$ cat src/hdl/b64enc_pkg.sv
// package: item types, job type and the character table of the base64 encoder
`timescale 1ns / 1ps
`default_nettype none
package b64enc_pkg;

    localparam logic [7:0] PAD_CHAR = 8'h3d;

    typedef struct packed {
        logic [7:0] data_byte;
        logic       message_last;
    } in_item_t;

    typedef struct packed {
        logic [7:0] out_char;
        logic       run_last;
        logic       message_end;
    } out_item_t;

    typedef struct packed {
        logic [3:0][7:0] chars;
        logic [1:0]      last_idx;
        logic            msg_last;
    } job_t;

    function automatic logic [7:0] sym(input logic [5:0] v);
        logic [7:0] ch;
        if (v < 6'd26) begin
            ch = 8'h41 + {2'b00, v};
        end
        else if (v < 6'd52) begin
            ch = 8'h61 + {2'b00, v} - 8'd26;
        end
        else if (v < 6'd62) begin
            ch = 8'h30 + {2'b00, v} - 8'd52;
        end
        else if (v == 6'd62) begin
            ch = 8'h2b;
        end
        else begin
            ch = 8'h2f;
        end
        return ch;
    endfunction

endpackage
`default_nettype wire

$ cat src/hdl/base64_stream_encoder_unit.sv
// top level: streaming base64 encoder, bytes in, characters out
//
// channel   direction  handshake     payload
// input     in         push / full   in_data  (data_byte, message_last)
// result    out        pop / empty   out_data (out_char, run_last, message_end)
//
// a byte becomes a job of one to four characters in the same cycle it is taken
// characters leave the output register one per cycle while pop is held, so a byte
// yields one or two characters, and two to four at message end
// full rises while the job queue holds QUEUE_DEPTH jobs not yet fully sent
// reset clears group position, leftover bits, queue counts and the output valid flag
`timescale 1ns / 1ps
`default_nettype none
module base64_stream_encoder_unit #(
    parameter int QUEUE_DEPTH = 2
) (
    input  wire logic                  clk,
    input  wire logic                  rst_n,
    input  wire logic                  push,
    output logic                       full,
    input  wire b64enc_pkg::in_item_t  in_data,
    output logic                       empty,
    input  wire logic                  pop,
    output b64enc_pkg::out_item_t      out_data
);

    b64enc_pkg::job_t new_job;
    b64enc_pkg::job_t head_job;
    logic             take;
    logic             head_valid;
    logic             head_done;

    assign take = push && !full;

    b64enc_front u_front (
        .clk     (clk),
        .rst_n   (rst_n),
        .take    (take),
        .in_data (in_data),
        .job     (new_job)
    );

    b64enc_queue #(
        .DEPTH (QUEUE_DEPTH)
    ) u_queue (
        .clk      (clk),
        .rst_n    (rst_n),
        .wr_en    (take),
        .wr_job   (new_job),
        .full     (full),
        .rd_en    (head_done),
        .rd_job   (head_job),
        .rd_valid (head_valid)
    );

    b64enc_back u_back (
        .clk       (clk),
        .rst_n     (rst_n),
        .job_valid (head_valid),
        .job       (head_job),
        .job_done  (head_done),
        .empty     (empty),
        .pop       (pop),
        .out_data  (out_data)
    );

    a_done_has_job: assert property (@(posedge clk) disable iff (!rst_n)
        head_done |-> head_valid)
        else $error("job retired from empty queue");

    a_full_has_job: assert property (@(posedge clk) disable iff (!rst_n)
        full |-> head_valid)
        else $error("queue full without head job");

    a_last_pads: assert property (@(posedge clk) disable iff (!rst_n)
        (take && in_data.message_last) |-> (new_job.last_idx != 2'd0))
        else $error("final byte without flush characters");

    a_drain: assert property (@(posedge clk) disable iff (!rst_n)
        (!head_valid && pop && !empty) |=> empty)
        else $error("result appeared without a job");

endmodule
`default_nettype wire

$ cat src/hdl/b64enc_front.sv
// front end: tracks group position and leftover bits, turns each byte into a job
`timescale 1ns / 1ps
`default_nettype none
module b64enc_front (
    input  wire logic               clk,
    input  wire logic               rst_n,
    input  wire logic               take,
    input  wire b64enc_pkg::in_item_t in_data,
    output b64enc_pkg::job_t        job
);

    localparam logic [1:0] PH_0 = 2'd0;
    localparam logic [1:0] PH_1 = 2'd1;
    localparam logic [1:0] PH_2 = 2'd2;

    logic [1:0] phase_reg;
    logic [1:0] phase_next;
    logic [3:0] left_reg;
    logic [3:0] left_next;
    logic [7:0] b;
    logic       last;

    assign b    = in_data.data_byte;
    assign last = in_data.message_last;

    always_comb
    begin
        job.chars    = {4{b64enc_pkg::PAD_CHAR}};
        job.last_idx = 2'd0;
        job.msg_last = last;
        phase_next   = phase_reg;
        left_next    = left_reg;
        unique case (phase_reg)
            PH_1:
            begin
                job.chars[0] = b64enc_pkg::sym({left_reg[1:0], b[7:4]});
                left_next    = b[3:0];
                phase_next   = PH_2;
                if (last)
                begin
                    job.chars[1] = b64enc_pkg::sym({b[3:0], 2'b00});
                    job.last_idx = 2'd2;
                end
            end
            PH_2:
            begin
                job.chars[0] = b64enc_pkg::sym({left_reg, b[7:6]});
                job.chars[1] = b64enc_pkg::sym(b[5:0]);
                job.last_idx = 2'd1;
                left_next    = 4'd0;
                phase_next   = PH_0;
            end
            default:
            begin
                job.chars[0] = b64enc_pkg::sym(b[7:2]);
                left_next    = {2'b00, b[1:0]};
                phase_next   = PH_1;
                if (last)
                begin
                    job.chars[1] = b64enc_pkg::sym({b[1:0], 4'b0000});
                    job.last_idx = 2'd3;
                end
            end
        endcase
        if (last)
        begin
            phase_next = PH_0;
            left_next  = 4'd0;
        end
    end

    always_ff @(posedge clk or negedge rst_n)
    begin
        if (!rst_n)
        begin
            phase_reg <= PH_0;
            left_reg  <= 4'd0;
        end
        else if (take)
        begin
            phase_reg <= phase_next;
            left_reg  <= left_next;
        end
    end

endmodule
`default_nettype wire

$ cat src/hdl/b64enc_queue.sv
// job queue between front end and serializer
`timescale 1ns / 1ps
`default_nettype none
module b64enc_queue #(
    parameter int DEPTH = 2
) (
    input  wire logic             clk,
    input  wire logic             rst_n,
    input  wire logic             wr_en,
    input  wire b64enc_pkg::job_t wr_job,
    output logic                  full,
    input  wire logic             rd_en,
    output b64enc_pkg::job_t      rd_job,
    output logic                  rd_valid
);

    localparam int PW = (DEPTH > 1) ? $clog2(DEPTH) : 1;
    localparam int CW = $clog2(DEPTH + 1);

    b64enc_pkg::job_t mem_reg [DEPTH];
    logic [PW-1:0]    wr_ptr_reg;
    logic [PW-1:0]    wr_ptr_next;
    logic [PW-1:0]    rd_ptr_reg;
    logic [PW-1:0]    rd_ptr_next;
    logic [CW-1:0]    count_reg;
    logic [CW-1:0]    count_next;

    assign full     = (count_reg == CW'(DEPTH));
    assign rd_valid = (count_reg != '0);
    assign rd_job   = mem_reg[rd_ptr_reg];

    always_comb
    begin
        wr_ptr_next = wr_ptr_reg;
        rd_ptr_next = rd_ptr_reg;
        count_next  = count_reg;
        if (wr_en)
        begin
            wr_ptr_next = (wr_ptr_reg == PW'(DEPTH - 1)) ? '0 : wr_ptr_reg + 1'b1;
        end
        if (rd_en)
        begin
            rd_ptr_next = (rd_ptr_reg == PW'(DEPTH - 1)) ? '0 : rd_ptr_reg + 1'b1;
        end
        if (wr_en && !rd_en)
        begin
            count_next = count_reg + 1'b1;
        end
        else if (rd_en && !wr_en)
        begin
            count_next = count_reg - 1'b1;
        end
    end

    always_ff @(posedge clk)
    begin
        if (wr_en)
        begin
            mem_reg[wr_ptr_reg] <= wr_job;
        end
    end

    always_ff @(posedge clk or negedge rst_n)
    begin
        if (!rst_n)
        begin
            wr_ptr_reg <= '0;
            rd_ptr_reg <= '0;
            count_reg  <= '0;
        end
        else
        begin
            wr_ptr_reg <= wr_ptr_next;
            rd_ptr_reg <= rd_ptr_next;
            count_reg  <= count_next;
        end
    end

endmodule
`default_nettype wire

$ cat src/hdl/b64enc_back.sv
// back end: loads head job chars one per cycle into output register when free or popped
`timescale 1ns / 1ps
`default_nettype none
module b64enc_back (
    input  wire logic               clk,
    input  wire logic               rst_n,
    input  wire logic               job_valid,
    input  wire b64enc_pkg::job_t   job,
    output logic                    job_done,
    output logic                    empty,
    input  wire logic               pop,
    output b64enc_pkg::out_item_t   out_data
);

    logic [1:0]            idx_reg;
    logic [1:0]            idx_next;
    logic                  valid_reg;
    logic                  valid_next;
    b64enc_pkg::out_item_t item_reg;
    b64enc_pkg::out_item_t item_next;
    logic                  advance;
    logic                  at_end;

    assign empty    = !valid_reg;
    assign out_data = item_reg;
    assign advance  = job_valid && (!valid_reg || pop);
    assign at_end   = (idx_reg == job.last_idx);
    assign job_done = advance && at_end;

    always_comb
    begin
        idx_next              = idx_reg;
        valid_next            = valid_reg;
        item_next             = item_reg;
        if (advance)
        begin
            item_next.out_char    = job.chars[idx_reg];
            item_next.run_last    = at_end;
            item_next.message_end = at_end && job.msg_last;
            valid_next            = 1'b1;
            idx_next              = at_end ? 2'd0 : idx_reg + 1'b1;
        end
        else if (pop)
        begin
            valid_next = 1'b0;
        end
    end

    always_ff @(posedge clk)
    begin
        item_reg <= item_next;
    end

    always_ff @(posedge clk or negedge rst_n)
    begin
        if (!rst_n)
        begin
            idx_reg   <= 2'd0;
            valid_reg <= 1'b0;
        end
        else
        begin
            idx_reg   <= idx_next;
            valid_reg <= valid_next;
        end
    end

endmodule
`default_nettype wire
$ cat config.mk
export PLATFORM = sky130hd
export DESIGN_NAME = base64_stream_encoder_unit
export DESIGN_NICKNAME = d
export VERILOG_FILES = /design/src/hdl/b64enc_pkg.sv /design/src/hdl/base64_stream_encoder_unit.sv /design/src/hdl/b64enc_front.sv /design/src/hdl/b64enc_queue.sv /design/src/hdl/b64enc_back.sv
export SDC_FILE = /design/constraint.sdc
export NUM_CORES = 1
export LEC_CHECK = 0
export ABC_AREA = 0
export ABC_CLOCK_PERIOD_IN_PS = 4800
export BUFFER_PORTS_ARGS = -buffer_cell sky130_fd_sc_hd__buf_2
export CORE_MARGIN = 5
export CORE_UTILIZATION = 50
export DETAILED_ROUTE_END_ITERATION = 7
export GPL_TIMING_DRIVEN = 0
export PLACE_DENSITY = 0.67
export SYNTH_ARGS = -nofsm -noshare
export SYNTH_HDL_FRONTEND = slang
export SYNTH_SLANG_ARGS = --single-unit
export TNS_END_PERCENT = 5
$ cat constraint.sdc
create_clock -name clk -period 4.8 [get_ports clk]
set_clock_uncertainty 0.05 [all_clocks]
set_input_delay 0.96 -clock clk [delete_from_list [all_inputs] [get_ports clk]]
set_output_delay 0.96 -clock clk [all_outputs]
set_load 0.005 [all_outputs]
==> report_table.html <==
<table>
<tr><th>Metric</th><th>Value</th></tr>
<tr><th colspan="2">CTS</th></tr>
<tr><td>Number of buffers on the longest clock path</td><td>2</td></tr>
<tr><td>H-tree depth</td><td>3</td></tr>
<tr><td>Post-cts gate resize count</td><td>0</td></tr>
<tr><td>Clk Latency, worst-skew pair</td><td>0.32 ns</td></tr>
<tr><td>CTS Sinks</td><td>61</td></tr>
<tr><td>Num CTS Buffers</td><td>9</td></tr>
<tr><td>Post-CTS Setup Repair Bufs</td><td>0</td></tr>
<tr><td>Clk root buf</td><td>sky130_fd_sc_hd__clkbuf_8</td></tr>
<tr><td>Hold buffers post-CTS</td><td>0</td></tr>
<tr><td>Clock edge transition at the registers on the reported setup and hold paths</td><td>around 0.060 ns</td></tr>
<tr><td>TritonCTS clock tree</td><td>yes</td></tr>
<tr><th colspan="2">Synth</th></tr>
<tr><td>Area fraction of the dominant cell type after synthesis</td><td>between 30% and 40%</td></tr>
<tr><td>Distinct cells, synth</td><td>67</td></tr>
<tr><td>Total standard cell area after synthesis</td><td>~4600 sq um</td></tr>
<tr><td>Most area-hungry cell type in the Yosys netlist</td><td>sky130_fd_sc_hd__edfxtp_1</td></tr>
<tr><td>Synthesized instance count</td><td>between 400 and 500</td></tr>
<tr><td>Fraction of synthesis flops using an asynchronous set or reset pin</td><td>a little over a fifth</td></tr>
<tr><td>Syn avg cell area</td><td>about 10 sq um</td></tr>
<tr><td>Dominant cells by area after synthesis</td><td>sky130_fd_sc_hd__edfxtp_1, sky130_fd_sc_hd__ha_1, sky130_fd_sc_hd__dfrtp_1, sky130_fd_sc_hd__mux4_2, sky130_fd_sc_hd__xnor2_1</td></tr>
<tr><td>Number of enable flip-flop cells after synthesis</td><td>48</td></tr>
<tr><td>Count of state elements after synthesis</td><td>61</td></tr>
<tr><td>Main flop type after synthesis</td><td>sky130_fd_sc_hd__edfxtp_1</td></tr>
<tr><td>Post-Synthesis Net Count</td><td>slightly above 500</td></tr>
<tr><td>Sequential-to-total area share from yosys stat</td><td>between 30% and 40%</td></tr>
<tr><td>YS warnings</td><td>0</td></tr>
<tr><th colspan="2">Critical path</th></tr>
<tr><td>Path type of the worst setup path</td><td>input port to flop</td></tr>
<tr><td>Data arrival time of the critical path</td><td>3.47 ns</td></tr>
<tr><td>Delay contributed by the slowest stage of the critical path</td><td>around 0.46 ns</td></tr>
<tr><td>Cell family with the largest share of critical-path delay</td><td>buffers and inverters</td></tr>
<tr><td>CP dominant cell by count</td><td>sky130_fd_sc_hd__buf_2</td></tr>
<tr><td>Crit-path cells</td><td>buf_2 &gt; buf_2 &gt; buf_1 &gt; inv_1 &gt; ha_1 &gt; a21o_1 &gt; a21oi_4 &gt; clkbuf_1 &gt; o21ai_0 &gt; o311ai_0 &gt; nand2_1</td></tr>
<tr><td>Type of element capturing the critical path</td><td>flop</td></tr>
<tr><td>Critical-path cell with the highest stage delay</td><td>sky130_fd_sc_hd__buf_1</td></tr>
<tr><td>Largest driver fanout on the critical path</td><td>10</td></tr>
<tr><td>Required time at the endpoint of the critical path</td><td>between 4 and 5 ns</td></tr>
<tr><td>Count of buffering cells on the critical path with inverters included</td><td>5</td></tr>
<tr><td>Startpoint Class</td><td>input port</td></tr>
<tr><th colspan="2">Final layout</th></tr>
<tr><td>Number of inserted diodes</td><td>0</td></tr>
<tr><td>Area growth from synthesis to layout</td><td>10.2%</td></tr>
<tr><td>Ratio of cells with drive above 1 in the final layout</td><td>18.3%</td></tr>
<tr><td>Total number of nets in the final design</td><td>around 540</td></tr>
<tr><td>Number of flip-flops under the largest register name</td><td>38</td></tr>
<tr><th colspan="2">Routing</th></tr>
<tr><td>Initial DRT Pass Iterations</td><td>5</td></tr>
<tr><td>Antenna Violating Nets Remaining</td><td>0</td></tr>
<tr><td>Routed wire length per instance</td><td>18.6 microns</td></tr>
<tr><td>Wire length reported by the detailed router</td><td>between 10000 and 15000 microns</td></tr>
<tr><td>Avg Vias per Cell</td><td>between 6 and 7</td></tr>
<tr><td>Post-detailed-route DRC marker count</td><td>0</td></tr>
<tr><td>Number of design-rule violations left by the first detailed-router iteration</td><td>318</td></tr>
<tr><td>Total via count in the routed design</td><td>roughly 3900</td></tr>
<tr><th colspan="2">Timing</th></tr>
<tr><td>Number of endpoints failing setup at the final stage</td><td>0</td></tr>
<tr><td>Worst Tran Pin Value</td><td>0.854 ns</td></tr>
<tr><td>Maximum achievable frequency</td><td>approximately 290 MHz</td></tr>
<tr><td>Unrepaired setup endpoints after global routing</td><td>no</td></tr>
<tr><td>Pins Over Slew Limit</td><td>0</td></tr>
<tr><td>Share of the clock period used by the worst path</td><td>72.2%</td></tr>
<tr><td>Post-layout min period</td><td>around 3.5 ns</td></tr>
<tr><td>Total negative slack for setup checks</td><td>0 ns</td></tr>
<tr><td>Relative slew margins</td><td>about 43%</td></tr>
<tr><td>Final Hold Viols</td><td>0</td></tr>
<tr><th colspan="2">GRT</th></tr>
<tr><td>Total routing resource utilization after global routing</td><td>between 20% and 30%</td></tr>
<tr><td>Aggregate global routing overflow</td><td>0</td></tr>
<tr><td>Met2 Track Usage GR</td><td>a little over a third</td></tr>
<tr><td>Wire length of the first global-routing pass</td><td>approximately 18000 microns</td></tr>
<tr><td>Grt peak-use layer</td><td>met2</td></tr>
<tr><td>Initial antenna violation count</td><td>0</td></tr>
<tr><td>GR Util met1</td><td>roughly a quarter</td></tr>
<tr><td>GR Layer Usage met3</td><td>around 2.7%</td></tr>
<tr><td>Via count of the first global-routing pass</td><td>~3700</td></tr>
<tr><td>Maximum number of pins on one net before global-route repair</td><td>20</td></tr>
<tr><th colspan="2">Hold path</th></tr>
<tr><td>Hold Path Class</td><td>flop to flop</td></tr>
<tr><th colspan="2">Placement</th></tr>
<tr><td>Placer's final routability congestion estimate</td><td>~0.94</td></tr>
<tr><td>HPWL reported at the end of detailed placement</td><td>between 8000 and 9000 microns</td></tr>
<tr><td>Port buffer count</td><td>24</td></tr>
<tr><th colspan="2">Job</th></tr>
<tr><td># Max-Cap Violations</td><td>0</td></tr>
<tr><th colspan="2">Pwr</th></tr>
<tr><td>Leakage power</td><td>around 0.0020 uW</td></tr>
<tr><td>Pwr per Cell Area</td><td>520 nW/um^2</td></tr>
<tr><td>Total design power</td><td>2620 uW</td></tr>
<tr><td>Peak VDD IR</td><td>199 uV</td></tr>
<tr><th colspan="2">Floorplanning</th></tr>
<tr><td>Initial core utilization</td><td>between 50% and 60%</td></tr>
<tr><td>Die ar.</td><td>approximately 11000 sq um</td></tr>
<tr><td>Vertical die dimension</td><td>between 100 and 150 microns</td></tr>
<tr><td>X dimension of the die</td><td>~110 microns</td></tr>
<tr><td>Std-Cell Rows</td><td>34</td></tr>
<tr><td>Area of the placeable core</td><td>8810 sq um</td></tr>
<tr><td>Count of boundary I/O pins</td><td>25</td></tr>
<tr><th colspan="2">Status</th></tr>
<tr><td>Result of the run</td><td>finished, final reports clean</td></tr>
</table>
[layer usage]
metal,share of wire (%),up-vias
met1,43,1853
li1,-,1812
met3,5.9,39
met4,3.9,0
met2,47,170
met5,0,-
[final timing paths]
check                                              end  slack [ns]                 from  cells past startpoint
worst min-delay path                  u_back.valid_reg        0.45     u_back.valid_reg                      2
worst min register to register        u_back.valid_reg        0.45     u_back.valid_reg                      2
worst max-delay path            u_queue.mem_reg[1][11]        1.33           in_data[3]                     11
worst max register to register   u_queue.mem_reg[0][5]        2.08  u_front.left_reg[0]                      9
min in group asynchronous         u_queue.count_reg[1]        0.46                rst_n                      1
max in group asynchronous         u_queue.count_reg[0]        4.01                rst_n                      1
[layout make-up]
class                      instances  area, sq um
multi-input combinational        352         2510
inverter                          22         82.6
fill                             768         3770
clock inverter                     1         5.00
buffer                            32          210
timing repair buffer              25          135
sequential                        61         1770
clock buffer                      15          186
tap                              108          135
[cell usage after synthesis, types with 3 or more instances]
| master | n |
|---|---|
| sky130_fd_sc_hd__nand3_1 | 12 |
| sky130_fd_sc_hd__a21oi_2 | 3 |
| sky130_fd_sc_hd__a31oi_1 | 10 |
| sky130_fd_sc_hd__ha_1 | 28 |
| sky130_fd_sc_hd__dfrtp_1 | 13 |
| sky130_fd_sc_hd__mux4_2 | 8 |
| sky130_fd_sc_hd__nor2b_1 | 12 |
| sky130_fd_sc_hd__nor3_1 | 16 |
| sky130_fd_sc_hd__o21ai_0 | 32 |
| sky130_fd_sc_hd__a211oi_1 | 6 |
| sky130_fd_sc_hd__a221oi_1 | 4 |
| sky130_fd_sc_hd__o22ai_1 | 4 |
| sky130_fd_sc_hd__nand3b_1 | 3 |
| sky130_fd_sc_hd__edfxtp_1 | 48 |
| sky130_fd_sc_hd__mux2i_1 | 9 |
| sky130_fd_sc_hd__o221ai_1 | 3 |
| sky130_fd_sc_hd__xor2_1 | 6 |
| sky130_fd_sc_hd__nand4_1 | 5 |
| sky130_fd_sc_hd__o311ai_0 | 3 |
| sky130_fd_sc_hd__or2_2 | 5 |
| sky130_fd_sc_hd__buf_4 | 6 |
| sky130_fd_sc_hd__and3_1 | 3 |
| sky130_fd_sc_hd__buf_6 | 7 |
| sky130_fd_sc_hd__o311ai_1 | 4 |
| sky130_fd_sc_hd__inv_1 | 18 |
| sky130_fd_sc_hd__a21oi_1 | 27 |
| sky130_fd_sc_hd__o211ai_1 | 5 |
| sky130_fd_sc_hd__nand2_1 | 42 |
| sky130_fd_sc_hd__a21o_1 | 8 |
| sky130_fd_sc_hd__o31ai_1 | 5 |
| sky130_fd_sc_hd__o21a_1 | 3 |
| sky130_fd_sc_hd__o21ai_1 | 3 |
| sky130_fd_sc_hd__nand2b_1 | 8 |
| sky130_fd_sc_hd__nor2_1 | 25 |
| sky130_fd_sc_hd__buf_2 | 11 |
| sky130_fd_sc_hd__clkbuf_1 | 5 |
| sky130_fd_sc_hd__xnor2_1 | 19 |
[worst min-delay path, cell delays in order, from the launching register on]
cell,delay [ns]
sky130_fd_sc_hd__dfrtp_1,0.35
sky130_fd_sc_hd__nand2b_1,0.07
sky130_fd_sc_hd__nand2_1,0.06
[metrics by stage]
stage          cells  cell area, sq um  utilization [%]  hold WS, ns  setup WS, ns
5_1_grt          616              5030             57.2        0.479          1.20
3_5_place_dp     600              4840             55.0        0.445          1.02
3_3_place_gp     599              4830             54.8        0.429          1.04
4_1_cts          616              5030             57.2        0.456          1.38
6_report         616              5030             57.2        0.455          1.33
2_1_floorplan    467              4570                -        0.411          1.78
[cells by family (layout without fill, tap and decap cells)]
family          after synthesis  count (layout)  share of synthesized area [%]
flops                        61              61                           38.7
compound gates              140             140                           20.9
mux                          17              17                           5.91
fa+ha+maj                    28              28                           7.67
xor+xnor                     25              25                           4.79
buf+inv                      54              95                           6.41
simple gates                142             142                           15.6
[cell usage in the layout, fill, tap and decap left out, types with 6 or more instances in the layout]
cell                       Yosys  final
sky130_fd_sc_hd__edfxtp_1     48     48
sky130_fd_sc_hd__nand2_1      42     42
sky130_fd_sc_hd__buf_2        11     35
sky130_fd_sc_hd__o21ai_0      32     32
sky130_fd_sc_hd__ha_1         28     28
sky130_fd_sc_hd__a21oi_1      27     27
sky130_fd_sc_hd__nor2_1       25     24
sky130_fd_sc_hd__xnor2_1      19     19
sky130_fd_sc_hd__inv_1        18     18
sky130_fd_sc_hd__nor3_1       16     16
sky130_fd_sc_hd__clkbuf_8      0     13
sky130_fd_sc_hd__dfrtp_1      13     13
sky130_fd_sc_hd__nand3_1      12     12
sky130_fd_sc_hd__nor2b_1      12     12
sky130_fd_sc_hd__a31oi_1      10     10
sky130_fd_sc_hd__mux2i_1       9      9
sky130_fd_sc_hd__nand2b_1      8      8
sky130_fd_sc_hd__a21o_1        8      8
sky130_fd_sc_hd__mux4_2        8      8
sky130_fd_sc_hd__buf_6         7      7
sky130_fd_sc_hd__clkbuf_1      5      7
sky130_fd_sc_hd__buf_4         6      6
sky130_fd_sc_hd__xor2_1        6      6
sky130_fd_sc_hd__a211oi_1      6      6
[report_power, final]
part	total, uW	switching [uW]	internal, uW
Clock	419	175	243
Combinational	1230	724	508
Sequential	965	85.2	880
Total	2620	985	1630
No activity file was read; power rests on OpenSTA's default activity.
